`config.mk`:
```
export PLATFORM = sky130hd
export DESIGN_NAME = chained_xor_packet_cipher_unit
export DESIGN_NICKNAME = d
export VERILOG_FILES = /design/src/hdl/cxpc_pkg.sv /design/src/hdl/cxpc_lane.sv /design/src/hdl/chained_xor_packet_cipher_unit.sv
export SDC_FILE = /design/constraint.sdc
export NUM_CORES = 1
export LEC_CHECK = 0
export ABC_CLOCK_PERIOD_IN_PS = 5200
export BUFFER_PORTS_ARGS = -buffer_cell sky130_fd_sc_hd__clkbuf_2
export CELL_PAD_IN_SITES_DETAIL_PLACEMENT = 0
export CELL_PAD_IN_SITES_GLOBAL_PLACEMENT = 1
export CORE_MARGIN = 3
export CORE_UTILIZATION = 49
export CTS_BUF_LIST = sky130_fd_sc_hd__clkbuf_4 sky130_fd_sc_hd__clkbuf_8
export DETAILED_ROUTE_END_ITERATION = 6
export HOLD_SLACK_MARGIN = 0.1
export PLACE_DENSITY = 0.92
export REMOVE_ABC_BUFFERS = 1
export SYNTH_ARGS = -nofsm -noshare
export SYNTH_HDL_FRONTEND = slang
export SYNTH_HIERARCHICAL = 1
export SYNTH_SLANG_ARGS = --single-unit
```
`constraint.sdc`:
```
create_clock -name clock -period 5.2 [get_ports clock]
set_input_delay 0 -clock clock [delete_from_list [all_inputs] [get_ports clock]]
set_output_delay 0 -clock clock [all_outputs]
set_load 0.005 [all_outputs]
```
`src/hdl/cxpc_pkg.sv`:
```
// shared types, constants and helpers for the chained xor packet cipher
// no dependencies; imported by cxpc_lane and the top level
package cxpc_pkg;

   localparam int KEY_W  = 32;
   localparam int BYTE_W = 8;
   localparam int ADDR_W = 3;

   localparam int unsigned MAX_PACKET_BYTES_DEF = 65536;

   localparam logic [KEY_W-1:0] HIGH_BIT_LIMIT = 32'h8000_0000;
   localparam logic [KEY_W-1:0] ALL_ONES       = 32'hFFFF_FFFF;

   // register index codes (address bit 2)
   localparam logic REG_KEY_LOW  = 1'b0;
   localparam logic REG_KEY_HIGH = 1'b1;

   // direction codes
   localparam logic OP_DECODE = 1'b0;
   localparam logic OP_ENCODE = 1'b1;

   typedef struct packed {
      logic step;   // one byte is consumed this cycle
      logic last;   // that byte closes the packet
      logic load;   // reload key, clear chain and position
   } lane_ctrl_type;

   // high word is forced to all ones once the low word has its top bit set
   function automatic logic [KEY_W-1:0] forced_high(input logic [KEY_W-1:0] low,
                                                    input logic [KEY_W-1:0] high);
      forced_high = (low >= HIGH_BIT_LIMIT) ? ALL_ONES : high;
   endfunction

endpackage

```
`src/hdl/cxpc_lane.sv`:
```
// key, chaining byte and position state for one direction, plus its byte transform
// depends on cxpc_pkg
module cxpc_lane #(
   parameter int unsigned MAX_PACKET_BYTES = cxpc_pkg::MAX_PACKET_BYTES_DEF
) (
   input  logic                          clock,
   input  logic                          reset,
   input  cxpc_pkg::lane_ctrl_type       ctrl,
   input  logic [cxpc_pkg::KEY_W-1:0]    load_low,
   input  logic [cxpc_pkg::KEY_W-1:0]    load_high,
   input  logic                          chain_from_out,
   input  logic [cxpc_pkg::BYTE_W-1:0]   data_in,
   output logic [cxpc_pkg::BYTE_W-1:0]   data_out
);
   import cxpc_pkg::*;

   localparam int POS_W = $clog2(MAX_PACKET_BYTES + 1);
   localparam logic [POS_W-1:0] POS_MAX = POS_W'(MAX_PACKET_BYTES);

   logic [KEY_W-1:0]  key_low_ff, key_low_in;
   logic [KEY_W-1:0]  key_high_ff, key_high_in;
   logic [BYTE_W-1:0] prev_ff, prev_in;
   logic [POS_W-1:0]  pos_ff, pos_in;

   logic              active;
   logic [POS_W-1:0]  pos_inc;
   logic [KEY_W-1:0]  pos_ext;
   logic [KEY_W-1:0]  len_ext;
   logic [KEY_W-1:0]  low_sum;
   logic [2:0]        key_idx;
   logic [2*KEY_W-1:0] key_all;
   logic [BYTE_W-1:0] key_byte;

   assign active  = (key_low_ff | key_high_ff) != '0;
   assign pos_ext = KEY_W'(pos_ff);
   assign key_idx = pos_ext[2:0];
   assign key_all = {key_high_ff, key_low_ff};
   assign key_byte = key_all[key_idx*BYTE_W +: BYTE_W];

   // position saturates at the packet bound
   assign pos_inc = (pos_ff < POS_MAX) ? pos_ff + POS_W'(1) : pos_ff;
   assign len_ext = KEY_W'(pos_inc);
   assign low_sum = key_low_ff + len_ext;

   always_comb begin
      data_out = data_in;
      if (active) begin
         data_out = data_in ^ key_byte;
         if (pos_ff != '0) begin
            data_out = data_out ^ prev_ff;
         end
      end
   end

   always_comb begin
      key_low_in  = key_low_ff;
      key_high_in = key_high_ff;
      prev_in     = prev_ff;
      pos_in      = pos_ff;
      priority if (ctrl.load) begin
         key_low_in  = load_low;
         key_high_in = forced_high(load_low, load_high);
         prev_in     = '0;
         pos_in      = '0;
      end else if (ctrl.step) begin
         if (active) begin
            prev_in = chain_from_out ? data_out : data_in;
         end
         if (ctrl.last) begin
            pos_in = '0;
            if (active) begin
               key_low_in  = low_sum;
               key_high_in = forced_high(low_sum, key_high_ff);
            end
         end else begin
            pos_in = pos_inc;
         end
      end
   end

   always_ff @(posedge clock) begin
      if (reset) begin
         key_low_ff  <= '0;
         key_high_ff <= '0;
         prev_ff     <= '0;
         pos_ff      <= '0;
      end else begin
         key_low_ff  <= key_low_in;
         key_high_ff <= key_high_in;
         prev_ff     <= prev_in;
         pos_ff      <= pos_in;
      end
   end

endmodule

```
`src/hdl/chained_xor_packet_cipher_unit.sv`:
```
// top level of the chained xor packet cipher: csr port, input and result registers
// depends on cxpc_pkg and cxpc_lane
//
// usage:
//   req channel (req_valid/req_ready) carries one packet byte per transaction with its
//   direction (req_operation: 1 encode, 0 decode) and last-byte mark (req_packet_end).
//   rsp channel (rsp_valid/rsp_ready) returns the transformed byte and the copied mark,
//   one result per request, in order.
//   rsp_valid rises once the accepted byte has passed through both registers: it sits in
//   the input register, and the direction's lane transforms it and updates its state as
//   it moves to the result register, which drives the rsp channel.
//   throughput is one byte per cycle while rsp_ready is high; the key/chain/position
//   update in each lane sets that figure, and a byte may follow either direction freely.
//   when rsp_ready is low the result register holds and the input register still takes
//   one more byte; req_ready drops once both are full.
//   the apb port holds the two initial key words at byte addresses 0 and 4; a write to
//   either reloads both directions' keys and clears their chaining and position.
//   synchronous reset empties both registers and sets all key state to zero, which
//   makes the block pass bytes through until a nonzero key is written.
module chained_xor_packet_cipher_unit #(
   parameter int unsigned MAX_PACKET_BYTES = cxpc_pkg::MAX_PACKET_BYTES_DEF
) (
   input  logic                          clock,
   input  logic                          reset,
   // request channel
   input  logic                          req_valid,
   output logic                          req_ready,
   input  logic                          req_operation,
   input  logic [cxpc_pkg::BYTE_W-1:0]   req_data_in,
   input  logic                          req_packet_end,
   // result channel
   output logic                          rsp_valid,
   input  logic                          rsp_ready,
   output logic [cxpc_pkg::BYTE_W-1:0]   rsp_data_out,
   output logic                          rsp_end_out,
   // configuration port
   input  logic                          psel,
   input  logic                          penable,
   input  logic                          pwrite,
   input  logic [cxpc_pkg::ADDR_W-1:0]   paddr,
   input  logic [cxpc_pkg::KEY_W-1:0]    pwdata,
   output logic [cxpc_pkg::KEY_W-1:0]    prdata,
   output logic                          pready
);
   import cxpc_pkg::*;

   logic [KEY_W-1:0] init_low_ff, init_low_in;
   logic [KEY_W-1:0] init_high_ff, init_high_in;
   logic             csr_write;
   logic             reg_idx;

   logic              s1_valid_ff, s1_valid_in;
   logic              s1_op_ff;
   logic [BYTE_W-1:0] s1_data_ff;
   logic              s1_end_ff;
   logic              out_valid_ff, out_valid_in;
   logic [BYTE_W-1:0] out_data_ff;
   logic              out_end_ff;

   logic              advance;
   logic              req_take;
   lane_ctrl_type     enc_ctrl, dec_ctrl;
   logic [BYTE_W-1:0] enc_data, dec_data;

   // csr access
   assign pready    = 1'b1;
   assign reg_idx   = paddr[2];
   assign csr_write = psel & penable & pwrite & pready;
   assign prdata    = (reg_idx == REG_KEY_HIGH) ? init_high_ff : init_low_ff;

   always_comb begin
      init_low_in  = init_low_ff;
      init_high_in = init_high_ff;
      if (csr_write) begin
         unique case (reg_idx)
            REG_KEY_LOW: begin
               init_low_in = pwdata;
            end
            REG_KEY_HIGH: begin
               init_high_in = pwdata;
            end
            default: begin
               init_low_in = init_low_ff;
            end
         endcase
      end
   end

   // handshake: result register can take the staged byte when empty or draining
   assign advance   = s1_valid_ff & (~out_valid_ff | rsp_ready);
   assign req_ready = ~s1_valid_ff | advance;
   assign req_take  = req_valid & req_ready;

   assign s1_valid_in  = req_take | (s1_valid_ff & ~advance);
   assign out_valid_in = advance | (out_valid_ff & ~rsp_ready);

   always_comb begin
      enc_ctrl.step = advance & (s1_op_ff == OP_ENCODE);
      enc_ctrl.last = s1_end_ff;
      enc_ctrl.load = csr_write;
      dec_ctrl.step = advance & (s1_op_ff == OP_DECODE);
      dec_ctrl.last = s1_end_ff;
      dec_ctrl.load = csr_write;
   end

   cxpc_lane #(.MAX_PACKET_BYTES(MAX_PACKET_BYTES)) u_enc_lane (
      .clock          (clock),
      .reset          (reset),
      .ctrl           (enc_ctrl),
      .load_low       (init_low_in),
      .load_high      (init_high_in),
      .chain_from_out (1'b1),
      .data_in        (s1_data_ff),
      .data_out       (enc_data)
   );

   cxpc_lane #(.MAX_PACKET_BYTES(MAX_PACKET_BYTES)) u_dec_lane (
      .clock          (clock),
      .reset          (reset),
      .ctrl           (dec_ctrl),
      .load_low       (init_low_in),
      .load_high      (init_high_in),
      .chain_from_out (1'b0),
      .data_in        (s1_data_ff),
      .data_out       (dec_data)
   );

   always_ff @(posedge clock) begin
      if (reset) begin
         init_low_ff  <= '0;
         init_high_ff <= '0;
         s1_valid_ff  <= 1'b0;
         out_valid_ff <= 1'b0;
      end else begin
         init_low_ff  <= init_low_in;
         init_high_ff <= init_high_in;
         s1_valid_ff  <= s1_valid_in;
         out_valid_ff <= out_valid_in;
      end
   end

   // payload registers
   always_ff @(posedge clock) begin
      if (req_take) begin
         s1_op_ff   <= req_operation;
         s1_data_ff <= req_data_in;
         s1_end_ff  <= req_packet_end;
      end
      if (advance) begin
         out_data_ff <= (s1_op_ff == OP_ENCODE) ? enc_data : dec_data;
         out_end_ff  <= s1_end_ff;
      end
   end

   assign rsp_valid    = out_valid_ff;
   assign rsp_data_out = out_data_ff;
   assign rsp_end_out  = out_end_ff;

endmodule
```
==> Word-level counts from Yosys, hierarchy flattened <==
Cells that the tools add are included.
{ "word_totals": {"regBits": 263, "latch_bits": 0, "ram_bits": 0, "rom_bits": 0, "in_bits": 52, "output_inout_bits": 44, "word_cells": 102, "memories": 0} }
{ "op_classes": {"addsub": 4, "n_mul": 0, "div_mod_pow": 0, "magnitude_cmp": 5, "eq_ne": 0, "n_shift": 2, "muxes": 33, "bitwise": 23, "reduce_logical": 18} }
{ "op_table": {"columns": ["cell", "count"], "rows": [
  ["$mux 32", 24],
  ["$shiftx 64x7->8", 2],
  ["$ge 32x32->1 const B", 3],
  ["$mux 17", 4],
  ["$add 32x17->32", 2],
  ["$or 32x32->32", 2],
  ["$reduce_bool 32->1", 2],
  ["$mux 8", 5],
  ["$add 17x1->17 const B", 2],
  ["$lt 17x17->1 const B", 2],
  ["$reduce_bool 17->1", 2],
  ["$xor 8x8->8", 4],
  ["$reduce_bool 2->1", 7],
  ["$and 1x1->1", 8],
  ["$reduce_and 4->1", 2],
  ["$reduce_and 3->1", 2],
  ["$not 1->1", 5],
  ["$or 1x1->1", 4],
  ["$reduce_and 2->1", 2],
  ["$reduce_or 2->1", 1]
]} }

==> Logic depth before layout (Yosys ltp) <==
Gate-level depths: netlist of the first run.
{ "depth": {"depth_word": 9, "mapped_depth": 17, "ltp_nobuf": 14} }

==> Cells and area by module <==
Netlist of the first run, hierarchy kept.
{ "by_module_without_submodules": {"columns": ["mod", "n_inst", "cells_each", "area_per_inst_um2"], "rows": [
  ["cxpc_lane at u_enc_lane", 1, 899, 6881.6],
  ["cxpc_lane at u_dec_lane", 1, 860, 6697.7],
  ["chained_xor_packet_cipher_unit", 1, 396, 4734.5]
]} }

==> Worst setup path before layout of the first run <==
Ideal clock, no wire load.
{ "synth_path": {"kind": "reg-to-reg", "from": "register u_dec_lane.pos_ff[0]", "to": "register u_dec_lane.key_low_ff[25]", "setup_ns": 0.118, "arrival_time_ns": 3.520, "t_required_ns": 5.082, "setup_slack_ns": 1.562, "path_stages_with_launch": 17, "n_path_buf": 3, "synth_period_minus_slack_ns": 3.638, "path_cell_list": "dfxtp_1 buf_2 buf_2 and3b_1 nand3_1 nor2_1 nand2_1 xnor2_1 ha_1 a21oi_1 a21boi_0 a311o_1 o211ai_1 a21oi_2 buf_6 a311o_1 o2111a_1"} }
{ "synth_between": {"elab_chain_len": 7, "word_cells_on_any_way": 8, "classes_between": "add/sub (2); order compare (1); mux (5)"} }
{ "synth_lines": {"columns": ["item", "line", "source"], "rows": [
  ["from (decl)", "cxpc_lane.sv:23", "logic [POS_W-1:0] pos_ff, pos_in;"],
  ["from (signal assigned)", "cxpc_lane.sv:91", "pos_ff <= pos_in;"],
  ["$add 17x1->17 / $lt 17x17->1 (equally long branches)", "cxpc_lane.sv:41", "assign pos_inc = (pos_ff < POS_MAX) ? pos_ff + POS_W'(1) : pos_ff;"],
  ["$mux 17 *", "cxpc_lane.sv:41", null],
  ["$add 32x17->32 *", "cxpc_lane.sv:43", "assign low_sum = key_low_ff + len_ext;"],
  ["$mux 32 *", "cxpc_lane.sv:71", "if (active) begin"],
  ["$mux 32 *", "cxpc_lane.sv:69", "if (ctrl.last) begin"],
  ["$mux 32 *", "cxpc_lane.sv:65", "end else if (ctrl.step) begin"],
  ["$mux 32 *", "cxpc_lane.sv:60", "priority if (ctrl.load) begin"],
  ["to (signal assigned)", "cxpc_lane.sv:88", "key_low_ff <= key_low_in;"],
  ["to (decl)", "cxpc_lane.sv:20", "logic [KEY_W-1:0] key_low_ff, key_low_in;"]
]} }
Mark *: on every way between the ends. The rest lies on a longest branch, timed or not. The select of a mux whose other input is x is not followed.
A chain may end at the register's enable or synchronous reset.

==> Worst setup path in the final report of the first run <==
{ "layout_path": {"from": "register u_dec_lane.pos_ff[2]", "to": "register u_dec_lane.key_low_ff[28]"} }
The elaborated chain is that of the path after synthesis.

==> results of run 1 <==
power by group:
group          switching [uW]  internal (uW)  total, uW
logic                     368            263        630
registers                 102           2120       2220
clock network             943           1010       1950
total                    1410           3390       4800
Yosys cell counts, types with 16 or more instances:
cell type	count
dfxtp_1	244
a211oi_1	41
nand2_1	141
and4_1	19
ha_1	38
buf_2	26
nor3_1	16
nand3_1	30
xnor2_1	41
o21ai_0	121
mux2_2	69
a21oi_1	93
nor2_1	270
clkbuf_1	117
nand4_1	29
nor2b_1	29
mux2_4	31
xor2_1	49
mux2i_1	147
and3_1	138
mux4_2	32
nand2b_1	108
inv_1	37
edfxtp_1	19
nor4_1	70
a311oi_1	18
metal layers:
| layer | up-vias | routed length, um | GRT usage (%) |
|---|---|---|---|
| li1 | 7920 | - | - |
| met1 | 8258 | 25900 | 39.9 |
| met2 | 802 | 27300 | 47.5 |
| met3 | 122 | 4650 | 4.74 |
| met4 | 0 | 2290 | 12.6 |
| met5 | - | 0 | 0 |
path summary, 6_finish.rpt:
path	from	endpoint	cells after the start
worst min-delay path	pwdata[16]	init_high_ff[16]	4
worst max register to register	u_dec_lane/pos_ff[2]	u_dec_lane/key_low_ff[28]	13
worst max-delay path	u_dec_lane/pos_ff[2]	u_dec_lane/key_low_ff[28]	13
worst min register to register	init_high_ff[15]	init_high_ff[15]	2
cell families (layout without fill, tap and decap cells):
logic type	Yosys count	after routing	synth area share (%)
other	2	3	0.0410
buffers and inverters	209	300	5.24
xor gates and xnor gates	90	90	4.30
AOI/OAI and AO/OA	381	381	13.7
muxes	285	285	19.1
adders and majority gates	40	40	2.81
and+or+nand+nor	885	885	25.0
DFF	263	263	29.8
per-stage QoR:
step           instances  cell area (sq um)  util [%]  total power [uW]  setup WS [ns]
2_1_floorplan       1986              17500         -              2590          0.289
3_3_place_gp        2571              18800      51.2              2810          0.886
3_5_place_dp        2571              18800      51.2              2830          0.737
4_1_cts             2715              20300      55.3              4810          0.694
5_1_grt             2715              20300      55.3              4980          0.248
6_report            2715              20300      55.3              4800          0.575
cell type report:
class	instances	share of cell area, %
Inverter	39	0.721
Clock buffer	64	4.00
Sequential cell	263	26.9
Timing Repair Buffer	180	6.39
Tap cell	468	2.88
Clock inverter	17	0.394
Multi-Input combinational cell	1684	58.7
critical path: cells and delay by family, from the launching register on:
kind                       cells  cell delay, ns
AOI/OAI and AO/OA              5            1.43
xor gates and xnor gates       1            0.18
adders and majority gates      1            0.36
DFF                            1            0.79
and+or+nand+nor                6            1.70
state kept, by name (all words and copies together) (netlist names):
| signal | flops |
|---|---|
| init_high_ff | 32 |
| init_low_ff | 32 |
| rsp_data_out | 8 |
| rsp_end_out | 1 |
| rsp_valid | 1 |
| s1_data_ff | 8 |
| s1_end_ff | 1 |
| s1_op_ff | 1 |
| s1_valid_ff | 1 |
| u_dec_lane/key_high_ff | 32 |
| u_dec_lane/key_low_ff | 32 |
| u_dec_lane/pos_ff | 17 |
| u_dec_lane/prev_ff | 8 |
| u_enc_lane/key_high_ff | 32 |
| u_enc_lane/key_low_ff | 32 |
| u_enc_lane/pos_ff | 17 |
| u_enc_lane/prev_ff | 8 |
repair_timing:
action / 4_1_cts / 5_1_grt
gates resized for setup: 0 / 0
hold buffers: 63 / 0
hold endpoints to repair: 207 / 0
buffers inserted: 0 / 0
==> impl_metrics.ini, run 1 <==
[synth]
yosysWarnings = 6
yosysUniqueCellTypes = 83
synth_edf_count = 19
yosys-top-cells-area = dfxtp_1 27%, mux2i_1 8.0%, nor2_1 5.5%
ys_ff_latch = 263
syn_inst = 2155
ys_seq_area_share_pct = 29.8
yosysTopAreaCell = dfxtp_1
synthesis.area_sq_um = 18300
synth_flop_cell = dfxtp_1
yosysTopAreaCellShare_pct = 26.7
async_flop_share_pct = 0
synth_area_per_cell_sq_um = 8.50

[global_routing]
grtUsageTotal_pct = 29.7
grt_pass1_vias = 16400
grt_pass1_wl_um = 92500
antenna_found_initial = 0
grt-ovfl-total = 0
grt_max_degree = 213

[finish]
seqCellArea_sq_um = 5460
n_fill_cell = 3246
syn_to_final_growth_pct = 10.9
layout_common_cells = 269 x nor2_1, 243 x dfxtp_1, 147 x mux2i_1
drive_above_1_share_pct = 15.7
final_common_cell = nor2_1
nets = 2308
num_antenna_cells = 0
multi_input_area_sq_um = 11900

[sta]
rsz0062_at_grt = no
layout_min_cycle_time_ns = 4.63
hold_viol_final = 0
slew_viol_final = 0
fmax_mhz = 216
fin_crit_sh_pct = 89.0
setup_viol = 0
timing.slew.headroom_pct = 24.9
setup_tns_ns = 0
worst_pin_slew_ns = 1.12
holdWs_ns = 0.229
skew_ns = 0.0307

[floorplanning]
die_h_um = 199
dieWidth_um = 199
coreArea_sq_um = 36700
start_util_pct = 49.9
rows = 70
pin_count = 96
fp.dieArea_sq_um = 39700

[setup_path]
worstSetupPathType = reg2reg
crit_path_cell_trace = nand2_1, or2_2, nor2_1, nand3_1, xnor2_1, ha_1, and3_1, o21ai_0, a21oi_1, o211ai_1, a21oi_1, nor4bb_1, a2111oi_2
cpMostUsedCell = a21oi_1
critPathLaunchType = register
worstPathArrival_ns = 5.11
crit_slowest_cell = dfxtp_1
worstPathRequired_ns = 5.68
regToRegSetupSlack_ns = 0.57
cpPeakStageDelay_ns = 0.79
cp-end-kind = register
cp_max_fo = 15

[outcome]
status = complete, no violations

[clock_network]
path_clk_slew_ns = 0.06
root_buffer = clkbuf_8
clock_latency_ns = 0.64
cts_tree = built
ctsLongestPathBuffers = 3
clock_sinks = 263
cts_buffers = 48
h-tree-depth = 2

[run]
cap_violations = 0

[drt]
drtPass1Iterations = 7
ant_nets = 0
via_count = 17100
wl_um = 60100
drt_iter0_drc = 1912
drc = 0
post_drt_via_cell_ratio = 6.30
drt-wirelength-per-cell_um = 22.1

[min_path]
hold_class = in2reg

[power_and_ir_drop]
power.density_nw_per_um2 = 236
ir_drop_v = 0.000208
p_leak_uw = 0.00859

[placement]
io_buffer_count = 92
hpwl_um = 40800
gp_congestion = 0.951
(Power assumes the default switching activity.)
==> inputs of run 2 (changes only) <==
--- a/config.mk
+++ b/config.mk
@@ -5,12 +5,13 @@
 export SDC_FILE = /design/constraint.sdc
 export NUM_CORES = 1
 export LEC_CHECK = 0
+export ABC_AREA = 1
 export ABC_CLOCK_PERIOD_IN_PS = 5200
 export BUFFER_PORTS_ARGS = -buffer_cell sky130_fd_sc_hd__clkbuf_2
 export CELL_PAD_IN_SITES_DETAIL_PLACEMENT = 0
 export CELL_PAD_IN_SITES_GLOBAL_PLACEMENT = 1
 export CORE_MARGIN = 3
-export CORE_UTILIZATION = 49
+export CORE_UTILIZATION = 45
 export CTS_BUF_LIST = sky130_fd_sc_hd__clkbuf_4 sky130_fd_sc_hd__clkbuf_8
 export DETAILED_ROUTE_END_ITERATION = 6
 export HOLD_SLACK_MARGIN = 0.1
==> impl_metrics.ini, run 2 <==
[outcome]
status = complete, no violations

[sta]
setup_tns_ns = 0
fmax_mhz = 265
layout_min_cycle_time_ns = 3.77
slew_viol_final = 0
holdWs_ns = 0.154
setup_viol = 0
setup_ws_ns = 1.43
hold_viol_final = 0
fin_crit_sh_pct = 72.5
timing.slew.headroom_pct = 20.5
rsz0062_at_grt = no
worst_pin_slew_ns = 1.19
skew_ns = 0.0311

[finish]
n_fill_cell = 4216
num_antenna_cells = 0
nets = 3321
final_common_cell = nand2_1
layout_common_cells = 1106 x nand2_1, 360 x inv_1, 295 x nor2_1
syn_to_final_growth_pct = 12.9
fin_area_sq_um = 21400
drive_above_1_share_pct = 12.8

[clock_network]
clock_sinks = 263
h-tree-depth = 2
hold_buffers = 88
root_buffer = clkbuf_8
clock_latency_ns = 0.65
cts_buffers = 51
post-cts-setup-buffers = 0
cts_resized = 0
path_clk_slew_ns = 0.06
ctsLongestPathBuffers = 3
cts_tree = built

[power_and_ir_drop]
power.density_nw_per_um2 = 236
p_leak_uw = 0.0110
ir_drop_v = 0.000156
power_uw = 5050

[synth]
synth_edf_count = 19
yosysWarnings = 6
yosysMostFrequentCell = nand2_1
synth_flop_cell = dfxtp_1
async_flop_share_pct = 0
synthesis.area_sq_um = 19000
yosysTopAreaCellShare_pct = 25.8
synth_commonest_cells = 1106 x nand2_1, 361 x inv_1, 295 x nor2_1, 244 x dfxtp_1, 218 x nand3_1
syn_inst = 3113
synth_area_per_cell_sq_um = 6.09
yosys-top-cells-area = dfxtp_1 26%, nand2_1 22%, inv_1 7.1%
yosysUniqueCellTypes = 54
ys_ff_latch = 263
ys_seq_area_share_pct = 28.8
yosysTopAreaCell = dfxtp_1

[floorplanning]
dieWidth_um = 211
coreArea_sq_um = 41200
start_util_pct = 46.0
die_h_um = 211
pin_count = 96
rows = 74
fp.dieArea_sq_um = 44700

[drt]
drtPass1Iterations = 6
drc = 0
post_drt_via_cell_ratio = 5.31
drt-wirelength-per-cell_um = 17.1
drt_iter0_drc = 1805
via_count = 20200
ant_nets = 0
wl_um = 65100

[global_routing]
grt-ovfl-total = 0
grt_max_degree = 149
grtUsageTotal_pct = 28.8
grt_pass1_wl_um = 102000
grt_pass1_vias = 18700
antenna_found_initial = 0

[setup_path]
cp_max_fo = 32
worstPathRequired_ns = 5.78
worstPathArrival_ns = 4.36
cp-end-kind = register
worstSetupPathType = reg2reg
critPathLaunchType = register

[placement]
detailed_place.area_sq_um = 19400
io_buffer_count = 92
hpwl_um = 48300
dp_slack_ns = 1.47
gp_congestion = 0.968

[min_path]
hold_class = in2reg

[run]
cap_violations = 0
==> run 2: critical path, cell delays in order (launching register included) <==
cell and delay [ns]:
dfxtp_1 0.31, buf_4 0.26, inv_1 0.13, nor2_2 0.14, nand2_1 0.12, nor3_4 0.20, nand2_1 0.13, nor2_1 0.14
xnor2_1 0.14, inv_1 0.09, ha_1 0.33, nand2_1 0.12, inv_1 0.06, nand2_1 0.06, nand2_1 0.09, a21oi_1 0.26
nand2_2 0.11, nand2_2 0.12, nand2_2 0.07, nand2_2 0.08, nand3b_4 0.44, nand3_1 0.21, nand2_1 0.06, inv_1 0.05
==> run 2: worst paths after layout <==
kind,slack [ns],cells after the start,start,endpoint
setup / recovery,1.43,23,u_dec_lane/pos_ff[2],u_dec_lane/key_high_ff[31]
hold / removal,0.15,5,psel,init_high_ff[24]
setup reg to reg,1.43,23,u_dec_lane/pos_ff[2],u_dec_lane/key_high_ff[31]
hold reg to reg,0.49,2,u_enc_lane/pos_ff[14],u_enc_lane/pos_ff[14]
==> run 2: through the flow <==
step / utilization (%) / std cells
after floorplan: - / 2979
after global placement: 47.1 / 3620
after detailed placement: 47.1 / 3620
after CTS: 52.0 / 3798
after global routing: 52.0 / 3798
final: 52.0 / 3798
==> run 2: logic make-up after synthesis <==
family                     share of synthesized area, %
and+or+nand+nor                                    42.8
buffers and inverters                              12.2
AOI/OAI and AO/OA                                  11.3
DFF                                                28.8
xor gates and xnor gates                           2.22
adders and majority gates                          2.72
other                                            0.0396
==> run 2: final cells by class <==
type | count | area [sq um] | share of cell area [%]
flip-flops and latches | 263 | 5460 | 25.5
well taps | 532 | 666 | 3.11
inverters | 390 | 1470 | 6.86
clock buffers | 84 | 1050 | 4.90
repair buffers | 197 | 1490 | 6.96
clock inverters | 6 | 72.6 | 0.339
multi-input cells | 2326 | 11200 | 52.4
==> run 2: power by group <==
part           switching [uW]  internal, uW
sequential               40.0          2100
clock                     964          1320
combinational             420           207
==> run 2: metal layers <==
metal  routed length (um)  share of wire (%)  global-route usage, %
met1                28300                 43                   37.5
met2                29500                 45                   46.7
met3                 4250                6.5                   4.76
met4                 3070                4.7                   13.6
met5                    0                  0                      0
